<file path="src/elba_pkg.sv">
// ----------------------------------------------------------------------------
// elba_pkg
// Shared widths, constants and register map for the echo level batch alarm.
// ----------------------------------------------------------------------------
package elba_pkg;

	localparam int ECHO_W     = 15;
	localparam int LEVEL_W    = 16;
	localparam int SLOT_OUT_W = 3;

	// distance in 1/256 cm = (echo_us * DIST_MUL) >> DIST_SHIFT
	localparam int DIST_MUL_W = 11;
	localparam int DIST_SHIFT = 8;
	localparam int DIST_PROD_W = ECHO_W + DIST_MUL_W;
	localparam int DIST_W     = DIST_PROD_W - DIST_SHIFT;
	localparam logic [DIST_MUL_W-1:0] DIST_MUL = 11'd1124;

	localparam int WINDOW_LEN_DEF = 5;

	localparam int S_TDATA_W = 48;
	localparam int M_TDATA_W = 40;
	localparam int APB_DATA_W = 32;
	localparam int APB_ADDR_W = 4;

	localparam logic [ECHO_W-1:0]  MIN_ECHO_RST  = 15'd58;
	localparam logic [ECHO_W-1:0]  MAX_ECHO_RST  = 15'd4000;
	localparam logic [LEVEL_W-1:0] HEIGHT_RST    = 16'd6400;
	localparam logic [LEVEL_W-1:0] THRESHOLD_RST = 16'd3840;

	typedef enum logic [1:0] {
		REG_MIN_ECHO  = 2'd0,
		REG_MAX_ECHO  = 2'd1,
		REG_HEIGHT    = 2'd2,
		REG_THRESHOLD = 2'd3
	} reg_idx_t;

endpackage

</file>
<file path="src/echo_level_batch_alarm.sv">
// ----------------------------------------------------------------------------
// echo_level_batch_alarm
// Median-of-three echo filter, water level, batch average and flood alarm.
// ----------------------------------------------------------------------------
// channel   direction  protocol        content
// s_*       in         tvalid/tready   three echo durations per transaction
// m_*       out        tvalid/tready   level, batch status, average, alarm
// p*        in/out     APB, 32 bit     four configuration registers
//
// Four-stage pipeline: input register, median and distance, level and batch
// accumulate, then average, alarm and output register. One transaction per
// cycle unless m_tready stalls the pipeline.
// Each stage holds while the stage after it is full and stalled, so bubbles
// are squeezed out and input is taken while a result waits on m_tready.
// arst_n clears the pipeline, batch sum, slot count and alarm, and resets the registers.
// ----------------------------------------------------------------------------
module echo_level_batch_alarm
	import elba_pkg::*;
#(
	parameter int WINDOW_LEN = WINDOW_LEN_DEF
) (
	input  logic                  clk,
	input  logic                  arst_n,
	// s_tdata: [14:0] echo_a, [29:15] echo_b, [44:30] echo_c, [47:45] zero
	input  logic                  s_tvalid,
	output logic                  s_tready,
	input  logic [S_TDATA_W-1:0]  s_tdata,
	// m_tdata: [0] reading_ok, [16:1] water_level, [19:17] slots_filled,
	//          [20] batch_done, [36:21] batch_average, [37] alarm_on, [39:38] zero
	output logic                  m_tvalid,
	input  logic                  m_tready,
	output logic [M_TDATA_W-1:0]  m_tdata,
	input  logic                  psel,
	input  logic                  penable,
	input  logic                  pwrite,
	input  logic [APB_ADDR_W-1:0] paddr,
	input  logic [APB_DATA_W-1:0] pwdata,
	output logic [APB_DATA_W-1:0] prdata,
	output logic                  pready
);

	localparam int L_W     = $clog2(WINDOW_LEN);
	localparam int SUM_W   = LEVEL_W + L_W;
	localparam int CNT_W   = $clog2(WINDOW_LEN + 1);
	localparam int SHIFT   = SUM_W + L_W;
	localparam int RECIP_W = SUM_W + 1;
	localparam int PROD_W  = SUM_W + RECIP_W;
	localparam logic [RECIP_W-1:0] RECIP =
		RECIP_W'(((64'd1 << SHIFT) + 64'(WINDOW_LEN) - 64'd1) / 64'(WINDOW_LEN));
	localparam logic [CNT_W-1:0] CNT_LAST = CNT_W'(WINDOW_LEN);
	localparam logic [SUM_W-1:0] WIN_SUM  = SUM_W'(WINDOW_LEN);

	// configuration
	logic [ECHO_W-1:0]  min_echo_q;
	logic [ECHO_W-1:0]  max_echo_q;
	logic [LEVEL_W-1:0] height_q;
	logic [LEVEL_W-1:0] threshold_q;
	logic               cfg_wr;
	reg_idx_t           cfg_idx;

	assign pready  = 1'b1;
	assign cfg_wr  = psel && penable && pwrite && pready;
	assign cfg_idx = reg_idx_t'(paddr[3:2]);

	always_ff @(posedge clk or negedge arst_n) begin
		if (!arst_n) begin
			min_echo_q  <= MIN_ECHO_RST;
			max_echo_q  <= MAX_ECHO_RST;
			height_q    <= HEIGHT_RST;
			threshold_q <= THRESHOLD_RST;
		end else if (cfg_wr) begin
			unique case (cfg_idx)
				REG_MIN_ECHO:  min_echo_q  <= pwdata[ECHO_W-1:0];
				REG_MAX_ECHO:  max_echo_q  <= pwdata[ECHO_W-1:0];
				REG_HEIGHT:    height_q    <= pwdata[LEVEL_W-1:0];
				REG_THRESHOLD: threshold_q <= pwdata[LEVEL_W-1:0];
			endcase
		end
	end

	always_comb begin
		unique case (cfg_idx)
			REG_MIN_ECHO:  prdata = APB_DATA_W'(min_echo_q);
			REG_MAX_ECHO:  prdata = APB_DATA_W'(max_echo_q);
			REG_HEIGHT:    prdata = APB_DATA_W'(height_q);
			REG_THRESHOLD: prdata = APB_DATA_W'(threshold_q);
		endcase
	end

	// pipeline handshake
	logic v_s1, v_s2, v_s3, v_s4;
	logic rdy1, rdy2, rdy3, rdy4;

	assign rdy4     = !v_s4 || m_tready;
	assign rdy3     = !v_s3 || rdy4;
	assign rdy2     = !v_s2 || rdy3;
	assign rdy1     = !v_s1 || rdy2;
	assign s_tready = rdy1;
	assign m_tvalid = v_s4;

	always_ff @(posedge clk or negedge arst_n) begin
		if (!arst_n) begin
			v_s1 <= 1'b0;
			v_s2 <= 1'b0;
			v_s3 <= 1'b0;
			v_s4 <= 1'b0;
		end else begin
			if (rdy1) v_s1 <= s_tvalid;
			if (rdy2) v_s2 <= v_s1;
			if (rdy3) v_s3 <= v_s2;
			if (rdy4) v_s4 <= v_s3;
		end
	end

	// stage 1: input register
	logic [ECHO_W-1:0] echo_a_s1, echo_b_s1, echo_c_s1;

	always_ff @(posedge clk) begin
		if (rdy1 && s_tvalid) begin
			echo_a_s1 <= s_tdata[ECHO_W-1:0];
			echo_b_s1 <= s_tdata[2*ECHO_W-1:ECHO_W];
			echo_c_s1 <= s_tdata[3*ECHO_W-1:2*ECHO_W];
		end
	end

	// stage 2: validity, median, distance
	// invalid shots become all ones, so with two valid the median is the larger
	logic                   ok_a, ok_b, ok_c, ok_rd;
	logic [ECHO_W-1:0]      ea, eb, ec, lo_ab, hi_ab, med;
	logic [DIST_PROD_W-1:0] dist_prod;
	logic                   ok_s2;
	logic [DIST_W-1:0]      dist_s2;

	always_comb begin
		ok_a  = (echo_a_s1 != '0) && (echo_a_s1 >= min_echo_q) && (echo_a_s1 <= max_echo_q);
		ok_b  = (echo_b_s1 != '0) && (echo_b_s1 >= min_echo_q) && (echo_b_s1 <= max_echo_q);
		ok_c  = (echo_c_s1 != '0) && (echo_c_s1 >= min_echo_q) && (echo_c_s1 <= max_echo_q);
		ok_rd = (ok_a && ok_b) || (ok_a && ok_c) || (ok_b && ok_c);
		ea    = ok_a ? echo_a_s1 : '1;
		eb    = ok_b ? echo_b_s1 : '1;
		ec    = ok_c ? echo_c_s1 : '1;
		lo_ab = (ea < eb) ? ea : eb;
		hi_ab = (ea < eb) ? eb : ea;
		med   = (hi_ab < ec) ? hi_ab : ((lo_ab > ec) ? lo_ab : ec);
		dist_prod = DIST_PROD_W'(med) * DIST_PROD_W'(DIST_MUL);
	end

	always_ff @(posedge clk) begin
		if (rdy2 && v_s1) begin
			ok_s2   <= ok_rd;
			dist_s2 <= dist_prod[DIST_SHIFT +: DIST_W];
		end
	end

	// stage 3: level and batch accumulate
	logic [SUM_W-1:0]   sum_q;
	logic [CNT_W-1:0]   cnt_q;
	logic [LEVEL_W-1:0] level;
	logic [SUM_W-1:0]   total;
	logic [CNT_W-1:0]   cnt_nxt;
	logic               last;
	logic               adv2;

	logic                  ok_s3;
	logic [LEVEL_W-1:0]    level_s3;
	logic [SLOT_OUT_W-1:0] slots_s3;
	logic                  done_s3;
	logic [SUM_W-1:0]      total_s3;

	assign adv2 = rdy3 && v_s2;

	always_comb begin
		level   = (dist_s2 >= DIST_W'(height_q)) ? '0 :
			LEVEL_W'(DIST_W'(height_q) - dist_s2);
		total   = sum_q + SUM_W'(level);
		cnt_nxt = cnt_q + CNT_W'(1);
		last    = (cnt_nxt == CNT_LAST);
	end

	always_ff @(posedge clk or negedge arst_n) begin
		if (!arst_n) begin
			sum_q <= '0;
			cnt_q <= '0;
		end else if (adv2 && ok_s2) begin
			sum_q <= last ? '0 : total;
			cnt_q <= last ? '0 : cnt_nxt;
		end
	end

	always_ff @(posedge clk) begin
		if (adv2) begin
			ok_s3    <= ok_s2;
			level_s3 <= ok_s2 ? level : '0;
			slots_s3 <= ok_s2 ? SLOT_OUT_W'(cnt_nxt) : SLOT_OUT_W'(cnt_q);
			done_s3  <= ok_s2 && last;
			total_s3 <= total;
		end
	end

	// stage 4: average by reciprocal, alarm, output register
	logic [PROD_W-1:0]  avg_prod;
	logic [SUM_W-1:0]   thr_sum;
	logic               alarm_q;
	logic               alarm_nxt;
	logic [LEVEL_W-1:0] avg;
	logic               adv3;

	assign adv3 = rdy4 && v_s3;

	always_comb begin
		avg_prod  = PROD_W'(total_s3) * PROD_W'(RECIP);
		thr_sum   = WIN_SUM * SUM_W'(threshold_q);
		avg       = done_s3 ? avg_prod[SHIFT +: LEVEL_W] : '0;
		alarm_nxt = done_s3 ? (total_s3 >= thr_sum) : alarm_q;
	end

	always_ff @(posedge clk or negedge arst_n) begin
		if (!arst_n) begin
			alarm_q <= 1'b0;
		end else if (adv3) begin
			alarm_q <= alarm_nxt;
		end
	end

	always_ff @(posedge clk) begin
		if (adv3) begin
			m_tdata <= {2'b00, alarm_nxt, avg, done_s3, slots_s3, level_s3, ok_s3};
		end
	end

endmodule
</file>
<file path="config.mk">
export PLATFORM = sky130hd
export DESIGN_NAME = echo_level_batch_alarm
export DESIGN_NICKNAME = d
export VERILOG_FILES = /design/src/elba_pkg.sv /design/src/echo_level_batch_alarm.sv
export SDC_FILE = /design/constraint.sdc
export NUM_CORES = 1
export LEC_CHECK = 0
export ABC_AREA = 1
export BUFFER_PORTS_ARGS = -buffer_cell sky130_fd_sc_hd__buf_4
export CAP_MARGIN = 5
export CORE_ASPECT_RATIO = 1.4
export CORE_UTILIZATION = 50
export CTS_CLUSTER_DIAMETER = 100
export DETAILED_ROUTE_END_ITERATION = 12
export PLACE_DENSITY = 0.68
export SLEW_MARGIN = 5
export SYNTH_ARGS = -nofsm -noshare
export SYNTH_HDL_FRONTEND = slang
export SYNTH_SLANG_ARGS = --single-unit
</file>
<file path="constraint.sdc">
create_clock -name clk -period 21.1 [get_ports clk]
set_input_delay 1.055 -clock clk [delete_from_list [all_inputs] [get_ports clk]]
set_output_delay 1.055 -clock clk [all_outputs]
set_load 0.05 [all_outputs]
</file>
==> impl_metrics.py <==
metrics = {
    "outcome": {
        "outcome": "complete, no violations",
    },
    "die": {
        "fp.dieH_um": 253,
        "num_rows": 91,
        "die-width_um": 181,
        "start_util_pct": 50.8,
        "dieArea_sq_um": 45800,
        "core_sq_um": 44200,
        "num_io_pins": 166,
    },
    "clock_network": {
        "clock_path_buffers": 3,
        "cts_sinks": 231,
        "clk_latency_ps": 560,
        "numCtsBuffers": 26,
        "clkTransAtPathRegs_ps": 70,
        "cts_tree": "yes",
        "cts-hold-fix-buffers": 0,
        "cts_root_buffer": "clkbuf_16",
        "cts_max_level": 1,
        "post_cts_buffers": 0,
        "cts.repair.resized": 0,
    },
    "route": {
        "route.detailed.drc": 0,
        "drtIter0Drc": 883,
        "drt_first_pass_iters": 6,
        "vias": 17600,
        "final_antenna_net_count": 0,
        "via_per_inst": 5.47,
        "wl_per_cell_um": 18.7,
        "wirelength_um": 60300,
    },
    "setup_path": {
        "max_stage_delay_ps": 630,
        "cp-start-kind": "flip-flop",
        "end_kind": "flip-flop",
        "crit_type": "reg2reg",
        "critPathMaxFanout": 30,
        "cp_data_required_time_ps": 21410,
        "crit_path_frequent_cell": "a21oi_1",
        "arrival_ps": 12280,
        "slowest_stage": "a2111oi_0",
    },
    "logic_synthesis": {
        "syn-cell-area_sq_um": 22500,
        "syn-mean-instance-area_sq_um": 8.88,
        "synthArstFlopShare_pct": 38.5,
        "synth_cell_types": 58,
        "synthCells": 2530,
        "synth_seq_cells": 231,
        "synth_most_common_cell": "inv_1",
        "yosysSeqAreaShare_pct": 29.0,
        "synth_edf_count": 142,
        "yosys.area.top_type": "ha_1",
        "ys.flop_type": "edfxtp_1",
        "ys_warn_count": 0,
        "synthTopCellsByArea": "ha_1, edfxtp_1, fa_1",
        "synth_top_area_share_pct": 23.4,
        "synth_commonest_cells": "inv_1, ha_1, nand2_1, a21oi_1, o21ai_0",
    },
    "final_layout": {
        "areaGrowthSynthToFinish_pct": 10.3,
        "num_antenna_cells": 0,
        "fin_nets": 3282,
        "nFillCells": 3919,
        "drive_gt1_share_pct": 8.62,
    },
    "grt": {
        "grt_remaining_overflow": 0,
        "grtUsageTotal_pct": 26.7,
        "grt_pass1_wl_um": 94300,
        "antenna_found_initial": 1,
        "grt_pass1_vias": 18200,
        "grt_max_degree": 74,
    },
    "sta": {
        "drv_slew": 0,
        "setup_viol": 0,
        "post-route-period-util_pct": 56.7,
        "fin_crit_ps": 11970,
        "setup_tns_ps": 0,
        "skew_ps": 20.7,
        "hold_viol_final": 0,
        "max_freq_mhz": 83.6,
        "tightest_slew_ps": 1140,
        "slew_headroom_pct": 23.5,
        "rsz0062_at_grt": "no",
    },
    "placement": {
        "dp_hpwl_um": 51200,
        "gp_routability_congestion": 0.962,
        "io_buffers": 125,
    },
    "run": {
        "drv_cap": 0,
    },
    "worst_hold_path": {
        "min_path_type": "in2async",
    },
}
==> layout by cell type, fill, tap and decap left out, types with 12 or more instances in the layout <==
| cell | n |
|---|---|
| xnor2_1 | 19 |
| inv_1 | 445 |
| dfrtp_1 | 72 |
| o21ai_0 | 165 |
| xor2_1 | 46 |
| nand3_1 | 51 |
| a31oi_1 | 13 |
| clkbuf_16 | 26 |
| ha_1 | 421 |
| o21bai_1 | 12 |
| nor3_1 | 24 |
| nand2_1 | 419 |
| a21oi_1 | 170 |
| buf_4 | 130 |
| nor2_1 | 158 |
| o2111ai_1 | 16 |
| conb_1 | 19 |
| edfxtp_1 | 142 |
| dfstp_2 | 17 |
| a22o_1 | 16 |
| nand4_1 | 23 |
| fa_1 | 123 |
==> area by class of cell <==
cell class	count	area [sq um]	share of cell area [%]
multi-input combinational	1809	14100	56.7
sequential	231	6510	26.3
inverter	449	1690	6.80
timing repair buffer	130	976	3.94
tap	558	698	2.82
clock buffer	32	673	2.72
clock inverter	16	171	0.692
==> sequential cells by signal (all words and copies together), names as in the netlist, 3 cells and up <==
name / cells
max_echo_q: 15
cnt_q: 3
min_echo_q: 15
m_tdata: 38
total_s3: 19
echo_a_s1: 15
level_s3: 16
slots_s3: 3
echo_c_s1: 15
height_q: 16
echo_b_s1: 15
threshold_q: 16
dist_s2: 18
sum_q: 19
==> critical path, delay by kind of cell (launching register included) <==
kind / cells / cell delay [ps]
adders and majority gates: 8 / 3000
AOI/OAI and AO/OA: 21 / 4320
buffers and inverters: 8 / 1330
and+or+nand+nor: 16 / 2500
DFF: 1 / 550
==> routing by layer <==
layer / up-vias / share of wire [%] / GRT usage, %
met4: 0 / 8.7 / 21.0
met2: 505 / 53 / 50.4
met5: - / 0 / 0
met3: 215 / 3.8 / 2.80
li1: 8655 / - / -
met1: 8260 / 35 / 26.7
==> cell families after synthesis <==
| logic type | after synthesis | synth area share [%] |
|---|---|---|
| compound gates | 454 | 11.6 |
| xor+xnor | 65 | 2.53 |
| fa+ha+maj | 544 | 34.4 |
| buf+inv | 507 | 8.84 |
| flops | 231 | 29.0 |
| mux | 1 | 0.0501 |
| other cells | 2 | 0.0334 |
| simple gates | 726 | 13.5 |
==> metrics by stage <==
stage | setup slack [ps] | instances | hold WS [ps] | utilization, % | area (sq um)
after CTS | 9320 | 3225 | 349 | 56.1 | 24800
after global placement | 9510 | 3177 | 408 | 54.2 | 23900
final | 9130 | 3225 | 361 | 56.1 | 24800
after global routing | 8190 | 3225 | 365 | 56.1 | 24800
after floorplan | 11550 | 2547 | 400 | - | 22500
after detailed placement | 9360 | 3177 | 405 | 54.2 | 23900
==> path summary, 6_finish.rpt <==
path,startpoint,endpoint,slack (ps),depth (start not counted)
min in group clk,level_s3[2],m_tdata[3],410,0
max,max_echo_q[10],dist_s2[17],9130,53
min,arst_n,sum_q[15],360,1
min reg2reg,level_s3[2],m_tdata[3],410,0
max reg2reg,max_echo_q[10],dist_s2[17],9130,53
max in group asynchronous,arst_n,threshold_q[3],19480,2
Power is not shown: default switching activity piles up to over one toggle a cycle in this logic, so the estimate is an artifact.
